### src/hdl/tsdl_pkg.sv
// tsdl_pkg: shared widths, request codes and controller/datapath interface types
// for the bounded top-k sorted distance list. no dependencies.

package tsdl_pkg;

  localparam int DEF_MAX_K = 16;

  localparam int DIST_W    = 32;
  localparam int ID_W      = 16;
  localparam int REQ_W     = 2;
  localparam int IDX_W     = 4;
  localparam int KCFG_W    = 5;
  localparam int CNT_OUT_W = 5;

  localparam logic [KCFG_W-1:0] K_RESET = 5'd16;

  // request codes; any other code changes nothing and reports like a read
  localparam logic [REQ_W-1:0] REQ_INSERT = 2'd0;
  localparam logic [REQ_W-1:0] REQ_CLEAR  = 2'd2;

  typedef struct packed {
    logic load_item;
    logic compare;
    logic update;
    logic read_entry;
    logic read_bound;
    logic load_out;
  } cmd_t;

  typedef struct packed {
    logic out_free;
  } stat_t;

endpackage

### src/hdl/tsdl_ctrl.sv
// tsdl_ctrl: sequencer for the top-k list, one item at a time through
// compare, update and two reads. depends on tsdl_pkg.

module tsdl_ctrl
  import tsdl_pkg::*;
(
  input  logic  clk,
  input  logic  rst,
  input  logic  in_valid,
  output logic  in_stall,
  input  stat_t stat,
  output cmd_t  cmd
);

  typedef enum logic [5:0] {
    ST_IDLE = 6'b000001,
    ST_CMP  = 6'b000010,
    ST_UPD  = 6'b000100,
    ST_RDE  = 6'b001000,
    ST_RDB  = 6'b010000,
    ST_LOAD = 6'b100000
  } state_t;

  state_t state, state_next;

  always_ff @(posedge clk) begin
    if (rst) begin
      state <= ST_IDLE;
    end else begin
      state <= state_next;
    end
  end

  always_comb begin
    state_next = state;
    cmd        = '0;
    case (state)
      ST_IDLE: begin
        if (in_valid) begin
          cmd.load_item = 1'b1;
          state_next    = ST_CMP;
        end
      end
      ST_CMP: begin
        cmd.compare = 1'b1;
        state_next  = ST_UPD;
      end
      ST_UPD: begin
        cmd.update = 1'b1;
        state_next = ST_RDE;
      end
      ST_RDE: begin
        cmd.read_entry = 1'b1;
        state_next     = ST_RDB;
      end
      ST_RDB: begin
        cmd.read_bound = 1'b1;
        state_next     = ST_LOAD;
      end
      ST_LOAD: begin
        // wait here until the previous result has been transferred
        if (stat.out_free) begin
          cmd.load_out = 1'b1;
          state_next   = ST_IDLE;
        end
      end
      default: begin
        state_next = ST_IDLE;
      end
    endcase
  end

  assign in_stall = (state != ST_IDLE);

endmodule

### src/hdl/tsdl_dpath.sv
// tsdl_dpath: list cells with broadcast compare, count, k register, shared
// read mux and output register. depends on tsdl_pkg.

module tsdl_dpath
  import tsdl_pkg::*;
#(
  parameter int MAX_K = DEF_MAX_K
) (
  input  logic                 clk,
  input  logic                 rst,
  input  cmd_t                 cmd,
  output stat_t                stat,
  input  logic [REQ_W-1:0]     req_type,
  input  logic [DIST_W-1:0]    new_distance,
  input  logic [ID_W-1:0]      new_node_id,
  input  logic [IDX_W-1:0]     read_index,
  input  logic                 cfg_valid,
  output logic                 cfg_ready,
  input  logic [KCFG_W-1:0]    cfg_data,
  input  logic                 out_stall,
  output logic                 out_valid,
  output logic [DIST_W-1:0]    entry_distance,
  output logic [ID_W-1:0]      entry_node_id,
  output logic [DIST_W-1:0]    bound_distance,
  output logic [CNT_OUT_W-1:0] list_count,
  output logic                 was_inserted,
  output logic                 was_duplicate
);

  localparam int CW = $clog2(MAX_K + 1);
  localparam int AW = (MAX_K > 1) ? $clog2(MAX_K) : 1;

  // list cells
  logic [DIST_W-1:0] dist_q [MAX_K];
  logic [ID_W-1:0]   id_q   [MAX_K];
  logic [DIST_W-1:0] dist_next [MAX_K];
  logic [ID_W-1:0]   id_next   [MAX_K];
  logic [DIST_W-1:0] prev_dist [MAX_K];
  logic [ID_W-1:0]   prev_id   [MAX_K];
  logic [MAX_K-1:0]  prev_lt;

  logic [CW-1:0]     count, count_next;
  logic [KCFG_W-1:0] k_cfg;

  // latched item
  logic [REQ_W-1:0]  req_q;
  logic [DIST_W-1:0] ndist_q;
  logic [ID_W-1:0]   nid_q;
  logic [IDX_W-1:0]  ridx_q;

  logic [MAX_K-1:0]  lt_c, eq_c, lt_vec, eq_vec;
  logic [CW-1:0]     keff, kept;
  logic              full, is_dup, upd_en;

  logic [AW-1:0]     rd_addr;
  logic [DIST_W-1:0] rd_dist;
  logic [ID_W-1:0]   rd_id;
  logic              ridx_ok;

  // staged results
  logic [DIST_W-1:0] ent_d, bnd_d;
  logic [ID_W-1:0]   ent_id;
  logic              ins_r, dup_r;

  assign cfg_ready = 1'b1;

  always_ff @(posedge clk) begin
    if (rst) begin
      k_cfg <= K_RESET;
    end else if (cfg_valid) begin
      k_cfg <= cfg_data;
    end
  end

  // zero acts as one, anything above the cell count as the cell count
  always_comb begin
    if (k_cfg == '0) begin
      keff = CW'(1);
    end else if (int'(k_cfg) > MAX_K) begin
      keff = CW'(MAX_K);
    end else begin
      keff = CW'(k_cfg);
    end
  end

  assign full = (count >= keff);
  assign kept = full ? (keff - 1'b1) : count;

  always_ff @(posedge clk) begin
    if (cmd.load_item) begin
      req_q   <= req_type;
      ndist_q <= new_distance;
      nid_q   <= new_node_id;
      ridx_q  <= read_index;
    end
  end

  // broadcast compare against every cell
  always_comb begin
    for (int i = 0; i < MAX_K; i++) begin
      lt_c[i] = (CW'(i) < kept) && (dist_q[i] < ndist_q);
      eq_c[i] = (CW'(i) < count) && (dist_q[i] == ndist_q);
    end
  end

  always_ff @(posedge clk) begin
    if (cmd.compare) begin
      lt_vec <= lt_c;
      eq_vec <= eq_c;
    end
  end

  for (genvar g = 0; g < MAX_K; g++) begin : g_prev
    if (g == 0) begin : g_first
      assign prev_dist[g] = '1;
      assign prev_id[g]   = '0;
      assign prev_lt[g]   = 1'b1;
    end else begin : g_rest
      assign prev_dist[g] = dist_q[g-1];
      assign prev_id[g]   = id_q[g-1];
      assign prev_lt[g]   = lt_vec[g-1];
    end
  end

  assign is_dup = |eq_vec;

  // lt_vec is a run of ones from cell 0: the first zero is the slot
  always_comb begin
    for (int i = 0; i < MAX_K; i++) begin
      if (req_q == REQ_CLEAR) begin
        dist_next[i] = '1;
        id_next[i]   = '0;
      end else if (lt_vec[i]) begin
        dist_next[i] = dist_q[i];
        id_next[i]   = id_q[i];
      end else if (prev_lt[i]) begin
        dist_next[i] = ndist_q;
        id_next[i]   = nid_q;
      end else if (CW'(i) <= kept) begin
        dist_next[i] = prev_dist[i];
        id_next[i]   = prev_id[i];
      end else begin
        dist_next[i] = '1;
        id_next[i]   = '0;
      end
    end
  end

  always_comb begin
    if (req_q == REQ_CLEAR) begin
      count_next = '0;
    end else if (full) begin
      count_next = keff;
    end else begin
      count_next = count + 1'b1;
    end
  end

  assign upd_en = cmd.update &&
                  ((req_q == REQ_CLEAR) || ((req_q == REQ_INSERT) && !is_dup));

  always_ff @(posedge clk) begin
    if (rst) begin
      count <= '0;
      for (int i = 0; i < MAX_K; i++) begin
        dist_q[i] <= '1;
        id_q[i]   <= '0;
      end
    end else if (upd_en) begin
      count <= count_next;
      for (int i = 0; i < MAX_K; i++) begin
        dist_q[i] <= dist_next[i];
        id_q[i]   <= id_next[i];
      end
    end
  end

  always_ff @(posedge clk) begin
    if (cmd.update) begin
      ins_r <= (req_q == REQ_INSERT) && !is_dup;
      dup_r <= (req_q == REQ_INSERT) && is_dup;
    end
  end

  // one read mux, shared by the entry read and the bound read
  assign rd_addr = cmd.read_bound ? AW'(keff - 1'b1) : AW'(ridx_q);
  assign rd_dist = dist_q[rd_addr];
  assign rd_id   = id_q[rd_addr];
  assign ridx_ok = (int'(ridx_q) < int'(count)) && (int'(ridx_q) < MAX_K);

  always_ff @(posedge clk) begin
    if (cmd.read_entry) begin
      ent_d  <= ridx_ok ? rd_dist : '1;
      ent_id <= ridx_ok ? rd_id : '0;
    end
    if (cmd.read_bound) begin
      bnd_d <= full ? rd_dist : '1;
    end
  end

  // output register
  assign stat.out_free = !out_valid || !out_stall;

  always_ff @(posedge clk) begin
    if (rst) begin
      out_valid <= 1'b0;
    end else if (cmd.load_out) begin
      out_valid <= 1'b1;
    end else if (!out_stall) begin
      out_valid <= 1'b0;
    end
  end

  always_ff @(posedge clk) begin
    if (cmd.load_out) begin
      entry_distance <= ent_d;
      entry_node_id  <= ent_id;
      bound_distance <= bnd_d;
      list_count     <= CNT_OUT_W'(count);
      was_inserted   <= ins_r;
      was_duplicate  <= dup_r;
    end
  end

  a_lt_thermo: assert property (@(posedge clk) disable iff (rst)
    cmd.update |-> ((lt_vec & (lt_vec + 1'b1)) == '0))
    else $error("insert compare vector is not a run from cell 0");

  a_clear_empties: assert property (@(posedge clk) disable iff (rst)
    (cmd.update && (req_q == REQ_CLEAR)) |=> (count == '0))
    else $error("clear did not empty the list");

  a_insert_counts: assert property (@(posedge clk) disable iff (rst)
    (cmd.update && (req_q == REQ_INSERT) && !is_dup) |=> (count != '0 && ins_r))
    else $error("accepted insert left the list empty");

  a_load_free: assert property (@(posedge clk) disable iff (rst)
    cmd.load_out |-> (!out_valid || !out_stall))
    else $error("output register overwritten before transfer");

  a_flags_excl: assert property (@(posedge clk) disable iff (rst)
    cmd.load_out |=> !(was_inserted && was_duplicate))
    else $error("inserted and duplicate flagged together");

endmodule

### src/hdl/topk_sorted_distance_list.sv
// topk_sorted_distance_list: top level of the bounded top-k sorted distance list.
// depends on tsdl_pkg, tsdl_ctrl and tsdl_dpath.
//
//  channel | signals                                   | dir | handshake
//  --------+-------------------------------------------+-----+------------------
//  in      | req_type new_distance new_node_id         | in  | in_valid/in_stall
//          | read_index                                |     |
//  out     | entry_distance entry_node_id              | out | out_valid/out_stall
//          | bound_distance list_count was_inserted    |     |
//          | was_duplicate                             |     |
//  cfg     | cfg_data (k_in_use)                       | in  | cfg_valid/cfg_ready
//
// after an input transfer, in_stall is held while the sequencer walks compare,
// update, entry read and bound read through the single shared read mux,
// then loads the output register, which makes the result valid, once the
// output is free.
// reset (rst, synchronous) empties the list and sets k_in_use to 16.
// a stalled result holds in the output register while the next item is taken.

module topk_sorted_distance_list
  import tsdl_pkg::*;
#(
  parameter int MAX_K = DEF_MAX_K
) (
  input  logic                 clk,
  input  logic                 rst,
  input  logic                 in_valid,
  output logic                 in_stall,
  input  logic [REQ_W-1:0]     req_type,
  input  logic [DIST_W-1:0]    new_distance,
  input  logic [ID_W-1:0]      new_node_id,
  input  logic [IDX_W-1:0]     read_index,
  input  logic                 cfg_valid,
  output logic                 cfg_ready,
  input  logic [KCFG_W-1:0]    cfg_data,
  output logic                 out_valid,
  input  logic                 out_stall,
  output logic [DIST_W-1:0]    entry_distance,
  output logic [ID_W-1:0]      entry_node_id,
  output logic [DIST_W-1:0]    bound_distance,
  output logic [CNT_OUT_W-1:0] list_count,
  output logic                 was_inserted,
  output logic                 was_duplicate
);

  cmd_t  cmd;
  stat_t stat;

  tsdl_ctrl u_ctrl (
    .clk      (clk),
    .rst      (rst),
    .in_valid (in_valid),
    .in_stall (in_stall),
    .stat     (stat),
    .cmd      (cmd)
  );

  tsdl_dpath #(
    .MAX_K (MAX_K)
  ) u_dpath (
    .clk            (clk),
    .rst            (rst),
    .cmd            (cmd),
    .stat           (stat),
    .req_type       (req_type),
    .new_distance   (new_distance),
    .new_node_id    (new_node_id),
    .read_index     (read_index),
    .cfg_valid      (cfg_valid),
    .cfg_ready      (cfg_ready),
    .cfg_data       (cfg_data),
    .out_stall      (out_stall),
    .out_valid      (out_valid),
    .entry_distance (entry_distance),
    .entry_node_id  (entry_node_id),
    .bound_distance (bound_distance),
    .list_count     (list_count),
    .was_inserted   (was_inserted),
    .was_duplicate  (was_duplicate)
  );

endmodule
### config.mk
export PLATFORM = sky130hd
export DESIGN_NAME = topk_sorted_distance_list
export DESIGN_NICKNAME = d
export VERILOG_FILES = /design/src/hdl/tsdl_pkg.sv /design/src/hdl/tsdl_ctrl.sv /design/src/hdl/tsdl_dpath.sv /design/src/hdl/topk_sorted_distance_list.sv
export SDC_FILE = /design/constraint.sdc
export NUM_CORES = 2
export LEC_CHECK = 0
export ABC_AREA = 1
export ABC_CLOCK_PERIOD_IN_PS = 8850
export BUFFER_PORTS_ARGS = -buffer_cell sky130_fd_sc_hd__buf_2
export CORE_UTILIZATION = 35
export DETAILED_ROUTE_END_ITERATION = 7
export SETUP_SLACK_MARGIN = 0.2
export SYNTH_ARGS = -nofsm -noshare
export SYNTH_HDL_FRONTEND = slang
export SYNTH_HIERARCHICAL = 1
export SYNTH_SLANG_ARGS = --single-unit
### constraint.sdc
create_clock -name clk -period 8.85 [get_ports clk]
set_clock_uncertainty 0.2 [all_clocks]
set_input_delay 1.77 -clock clk [delete_from_list [all_inputs] [get_ports clk]]
set_output_delay 1.77 -clock clk [all_outputs]
set_load 0.05 [all_outputs]
== Word level (Yosys, flattened, before mapping) ==
Memories as Yosys holds them, arrays and structs flattened. A register that Yosys moved wholly into a read port is not among the register bits.
Index checks and enable logic that the tools add are counted.

* Register bits: 256
* Memory bits (writable): 768
* Word-level logic and storage cells: 376
* Memories: 2

{| class="wikitable"
|+ Memory list
! memory !! depth !! bits a word !! rd ports !! clocked after Yosys merged registers in !! wr ports !! RTL line !! RTL
|-
| u_dpath.dist_q || 16 || 32 || 17 || 0 || 16 || tsdl_dpath.sv:34 || <nowiki>logic [DIST_W-1:0] dist_q [MAX_K];</nowiki>
|-
| u_dpath.id_q || 16 || 16 || 16 || 1 || 16 || tsdl_dpath.sv:35 || <nowiki>logic [ID_W-1:0] id_q [MAX_K];</nowiki>
|}

* $add $sub $neg: 2
* Order comparisons: 66
* Eq/ne operators: 28
* Mux-type cells: 180
* Bitwise logic cells: 32
* Reduce and logical (&&, ||, !) cells: 46

{| class="wikitable"
|+ Operators with widths
! cell !! count
|-
| $mux W32 || 78
|-
| $mux W16 || 78
|-
| $eq A32 B32 Y1 || 16
|-
| $lt A32 B32 Y1 || 16
|-
| $lt A4 B5 Y1 const A || 16
|-
| $le A4 B5 Y1 const A || 8
|-
| $lt A3 B5 Y1 const A || 8
|-
| $pmux W6 S6 || 1
|-
| $logic_and A1 B1 Y1 || 35
|-
| $or A1 B1 Y1 || 32
|-
| $mux W5 || 5
|-
| $le A3 B5 Y1 const A || 4
|-
| $lt A1 B5 Y1 const A || 4
|-
| $lt A2 B5 Y1 const A || 4
|-
| $reduce_or A16 Y1 || 1
|-
| $mux W1 || 15
|-
| $mux W6 || 2
|-
| $le A2 B5 Y1 const A || 2
|-
| $eq A6 B1 Y1 const B || 1
|-
| $eq A6 B2 Y1 const B || 1
|-
| $eq A6 B3 Y1 const B || 1
|-
| $eq A6 B4 Y1 const B || 1
|-
| $eq A6 B5 Y1 const B || 1
|-
| $eq A6 B6 Y1 const B || 1
|-
| 16 further kinds || 23
|}

== Longest topological paths before layout ==
* Depth in word-level cells: 11
* Gate-level depth with buffers: 20
* Gate-level depth less buffers: 18

== Modules after synthesis ==
Netlist, hierarchy kept.

{| class="wikitable"
|+ Modules (own cells, without submodules)
! module !! instances !! cells an instance !! area each (µm²)
|-
| tsdl_dpath || 1 || 7394 || 63893.8
|-
| tsdl_ctrl || 1 || 56 || 331.6
|}

== Least setup slack after synthesis ==
OpenSTA, ideal clock, no wires.

* Path type: input port to flip-flop
* Start: in out_stall
* End: reg u_dpath.bound_distance[0], enable pin
* Data arrival time: 5549 ps
* Data required time: 8114 ps
* Path slack: 2565 ps
* Stages on the path: 3
* Buffers on the path: 0
* Cells stage by stage: nand2_1 > inv_1 > nor2_1

{| class="wikitable"
|+ RTL lines
! item !! RTL line !! RTL
|-
| start: declaration || topk_sorted_distance_list.sv:37 || <nowiki>input logic out_stall,</nowiki>
|-
| end signal: assignment || tsdl_dpath.sv:218 || <nowiki>bound_distance <= bnd_d;</nowiki>
|-
| end: declaration || tsdl_dpath.sv:24 || <nowiki>output logic [DIST_W-1:0] bound_distance,</nowiki>
|}

==> results by group <==
Outcome
  – Outcome: completed

Place
  – Count of input and output buffers: 152
  – Post-DP Area: 67,500 um^2
  – Routability cong.: 0.948
  – Post-DP HPWL: 161 mm
  – Placed Cells: 9,660
  – Place WS: 3320 ps

Worst setup path
  – Setup slack, reg-to-reg: 3270 ps
  – Worst stage delay on the critical path: 830 ps
  – Req. time, crit path: 9090 ps
  – FF-to-FF Start: u_dpath/k_cfg[2]
  – Crit path cell chain: nor2_1 > nand2_1 > a21oi_1 > inv_1 > ha_1 > nand2_1 > nor2_1 > nand2_1 > nand3_2 > buf_4 > inv_2 > nand2_1 > nand2_2 > nand2_4 > inv_2 > nand2_2 > a21oi_1
  – Critical Path Source Type: flip-flop
  – Crit Path Class: reg -> reg
  – R2R depth: 17
  – Worst flop-to-flop path endpoint: u_dpath/dist_q[4][1]
  – CP most frequent cell: nand2_1
  – CP max-delay cell: nand2_4
  – Crit Path Max Fanout: 89
  – Critical path arrival: 5830 ps
  – Critical Path End Type: flip-flop

Pwr
  – Max VDD drop: 162 uV
  – Total power: 12.7 mW
  – Power Density: 178 nW/um^2
  – Lkg Pwr: 27.3 nW

Yosys
  – Post-synthesis mux area share: 0%
  – Netlist cell types: 52
  – Seq/Total Area, Yosys: 48.4%
  – XOR/XNOR share of the synthesized area: 0.0545%
  – Largest area contributor in the netlist: edfxtp_1
  – Mean Syn Cell Area: 8.62 um^2
  – Synth area leaders: edfxtp_1, ha_1, nand2_1
  – Largest family of logic cells by synthesized area: simple AND/OR/NAND/NOR gates
  – Post-Synthesis Cells: 7,450
  – Compound-Gate Fraction of Synth Area: 11.9%
  – Post-synthesis register bit count: 1,040
  – Mapped cell area: 64,200 um^2
  – Mapped Nets: 8,036
  – Simple-gate portion of the synthesized area: 22.0%
  – Ys async rst share: 0%
  – Top-area cell type share of the netlist area: 47.8%
  – Adder-Cell Fraction of Synth Area: 10.2%
  – Dominant synthesized flop cell: edfxtp_1
  – EDFF count, synth: 1,023
  – Yosys warning total: 6

Timing
  – Final setup margin: 3270 ps
  – Hold Slack: 213 ps
  – Endpoints failing hold: 0
  – Max-slew headroom: 12.7%
  – Maximum clock rate: 0.179 GHz
  – # setup viols final: 0
  – Max Slew Vio Count: 0
  – RSZ-0062 raised after global routing: false
  – Post-route setup TNS: 0 ps
  – Final min period: 5580 ps
  – Period utilisation layout: 63.1%
  – Worst slew pin tran: 1310 ps

Cells and area
  – Final std cells w/o fill: 9,869
  – Number of fill cells: 18,100
  – Layout Nets: 7,989
  – Share of layout cells above drive strength 1: 7.15%
  – Final core occ: 39.3%
  – Layout overhead on the synthesized area: 11.0%
  – Post-route cell area: 71,300 um^2

Global routing
  – Global-route wire length before repair: 337 mm
  – Global route overflow: 0
  – GR Util All Layers: 23.9%
  – Number of global-route vias before repair: 51,700
  – Largest net degree at the start of global routing: 164
  – Initial antenna violation count: 3

Route
  – Vias: 55,800
  – Drt pass-1 iters: 8
  – DRC violation count after routing: 0
  – Vias per cell: 5.66
  – Mean routed wirelength per cell: 23.1 um
  – DR iter-0 viols: 7,094
  – Post-route ant nets: 0
  – WL final: 228 mm

Flow run
  – Maxcap violations: 0

Die
  – Row cnt: 156
  – Die W: 430 um
  – I/O Pins: 154
  – Core Area: 182,000 um^2
  – Die ar.: 185,000 um^2
  – Die height: 430 um
  – Initial cell density of the core: 35.4%

Clock tree
  – CTS tree: yes
  – Post-cts resize count: 0
  – Longest Clk Path Bufs: 3
  – CTS H-tree depth: 3
  – Root buffer cell: clkbuf_16
  – Clock Pin Slew Worst Setup and Hold Paths: 60 ps
  – Setup bufs post-CTS: 0
  – CTS Hold Bufs: 0
  – Clock sink total: 1,040
  – Clock Latency Late Sink: 750 ps
  – Num CTS Buffers: 111

Min path
  – Hold Path Class: reg -> reg
  – Hold Path Sink: u_dpath/entry_distance[13]
  – Hold depth: 0
  – HP Start: u_dpath/ent_d[13]
[report_power, final]
part / internal, mW / leakage (nW) / switching [mW]
logic: 0.499 / 16.9 / 1.46
registers: 5.56 / 8.60 / 0.120
clock network: 2.93 / 1.83 / 2.10
[routing by layer]
layer | up-vias | GRT usage [%] | part of all wire, %
met3 | 356 | 4.03 | 10
li1 | 25800 | - | -
met1 | 26600 | 34.0 | 42
met5 | - | 0 | 0.0061
met2 | 3124 | 36.3 | 44
met4 | 2 | 8.49 | 3.6
[sequential cells by signal, summed over array words and instances, names as in the netlist, 4 cells and up]
| signal | cells |
|---|---|
| u_ctrl/state | 6 |
| u_dpath/bnd_d | 32 |
| u_dpath/bound_distance | 32 |
| u_dpath/count | 5 |
| u_dpath/dist_q | 512 |
| u_dpath/ent_d | 32 |
| u_dpath/ent_id | 16 |
| u_dpath/entry_distance | 32 |
| u_dpath/entry_node_id | 16 |
| u_dpath/eq_vec | 16 |
| u_dpath/id_q | 256 |
| u_dpath/k_cfg | 5 |
| u_dpath/list_count | 5 |
| u_dpath/lt_vec | 16 |
| u_dpath/ndist_q | 32 |
| u_dpath/nid_q | 16 |
| u_dpath/ridx_q | 4 |
[cells in the final DEF, fill, tap and decap left out, types with 6 or more instances in the layout]
cell,count
nor4_1,22
nand3b_1,43
inv_1,777
clkinv_2,18
a21oi_2,14
nor2_1,589
o21ai_4,7
nor3_1,293
o21ai_0,275
a31oi_1,6
ha_1,522
o211ai_1,245
clkinvlp_4,10
nand4_1,81
nand3_1,643
clkbuf_16,112
a22oi_1,32
edfxtp_1,1023
o22ai_1,82
o21ai_1,11
buf_4,121
nand2_1,1583
clkinv_1,21
nor2_4,12
a21oi_1,630
and3_1,6
inv_2,16
dfxtp_1,17
a21oi_4,10
nand2_2,7
buf_2,152
bufinv_16,21
o21a_1,7
clkbuf_1,19
[critical path, delay by kind of cell (launching register included)]
kind | cells | cell delay, ps
compound gates | 2 | 410
simple gates | 10 | 2790
buf+inv | 4 | 1170
flops | 1 | 320
fa+ha+maj | 1 | 300
[cell families after synthesis]
group,after synthesis
AND/OR/NAND/NOR,3306
AO/OA/AOI/OAI,1341
buffers and inverters,1236
flip-flops,1040
adder cells (fa/ha/maj),522
XOR/XNOR,4
other,1
[how the worst max path moves through the flow]
| stage | slack, ps | endpoint | start |
|---|---|---|---|
| after floorplan | 2570 | u_dpath/bound_distance[0] | out_stall |
| after global placement | 3430 | u_dpath/dist_q[12][13] | rst |
| after detailed placement | 3320 | u_dpath/dist_q[12][14] | rst |
| after CTS | 3390 | u_dpath/lt_vec[3] | u_dpath/k_cfg[2] |
| after global routing | 2960 | u_dpath/dist_q[4][0] | u_dpath/k_cfg[2] |
| final | 3270 | u_dpath/dist_q[4][1] | u_dpath/k_cfg[2] |
[layout make-up]
type,instances,area [um^2],share of cell area [%]
Timing Repair Buffer,278,1770,2.48
Clock buffer,131,2870,4.03
Multi-Input combinational cell,5174,28700,40.2
Sequential cell,1040,31100,43.6
Tap cell,2370,2970,4.16
Antenna cell,4,10.0,0.0140
Clock inverter,74,931,1.31
Inverter,798,3000,4.21
[cells in the mapped netlist (4+ instances only)]
| library cell | instances |
|---|---|
| edfxtp_1 | 1023 |
| a21oi_1 | 641 |
| buf_1 | 23 |
| o21ai_1 | 16 |
| clkbuf_1 | 302 |
| nand4_1 | 81 |
| inv_2 | 14 |
| nor3_1 | 293 |
| nor4b_1 | 4 |
| nor4_1 | 22 |
| nand2_2 | 4 |
| buf_4 | 4 |
| ha_1 | 522 |
| a22oi_1 | 32 |
| and3_1 | 6 |
| a31oi_1 | 6 |
| o21ai_0 | 277 |
| xor2_1 | 4 |
| a21oi_2 | 13 |
| a21boi_0 | 5 |
| buf_2 | 106 |
| o211ai_1 | 245 |
| nand2_1 | 1590 |
| o22ai_1 | 82 |
| dfxtp_1 | 17 |
| o21a_1 | 7 |
| nand3_1 | 645 |
| inv_1 | 782 |
| nand3b_1 | 43 |
| nor2_1 | 601 |
(Power assumes the default switching activity.)
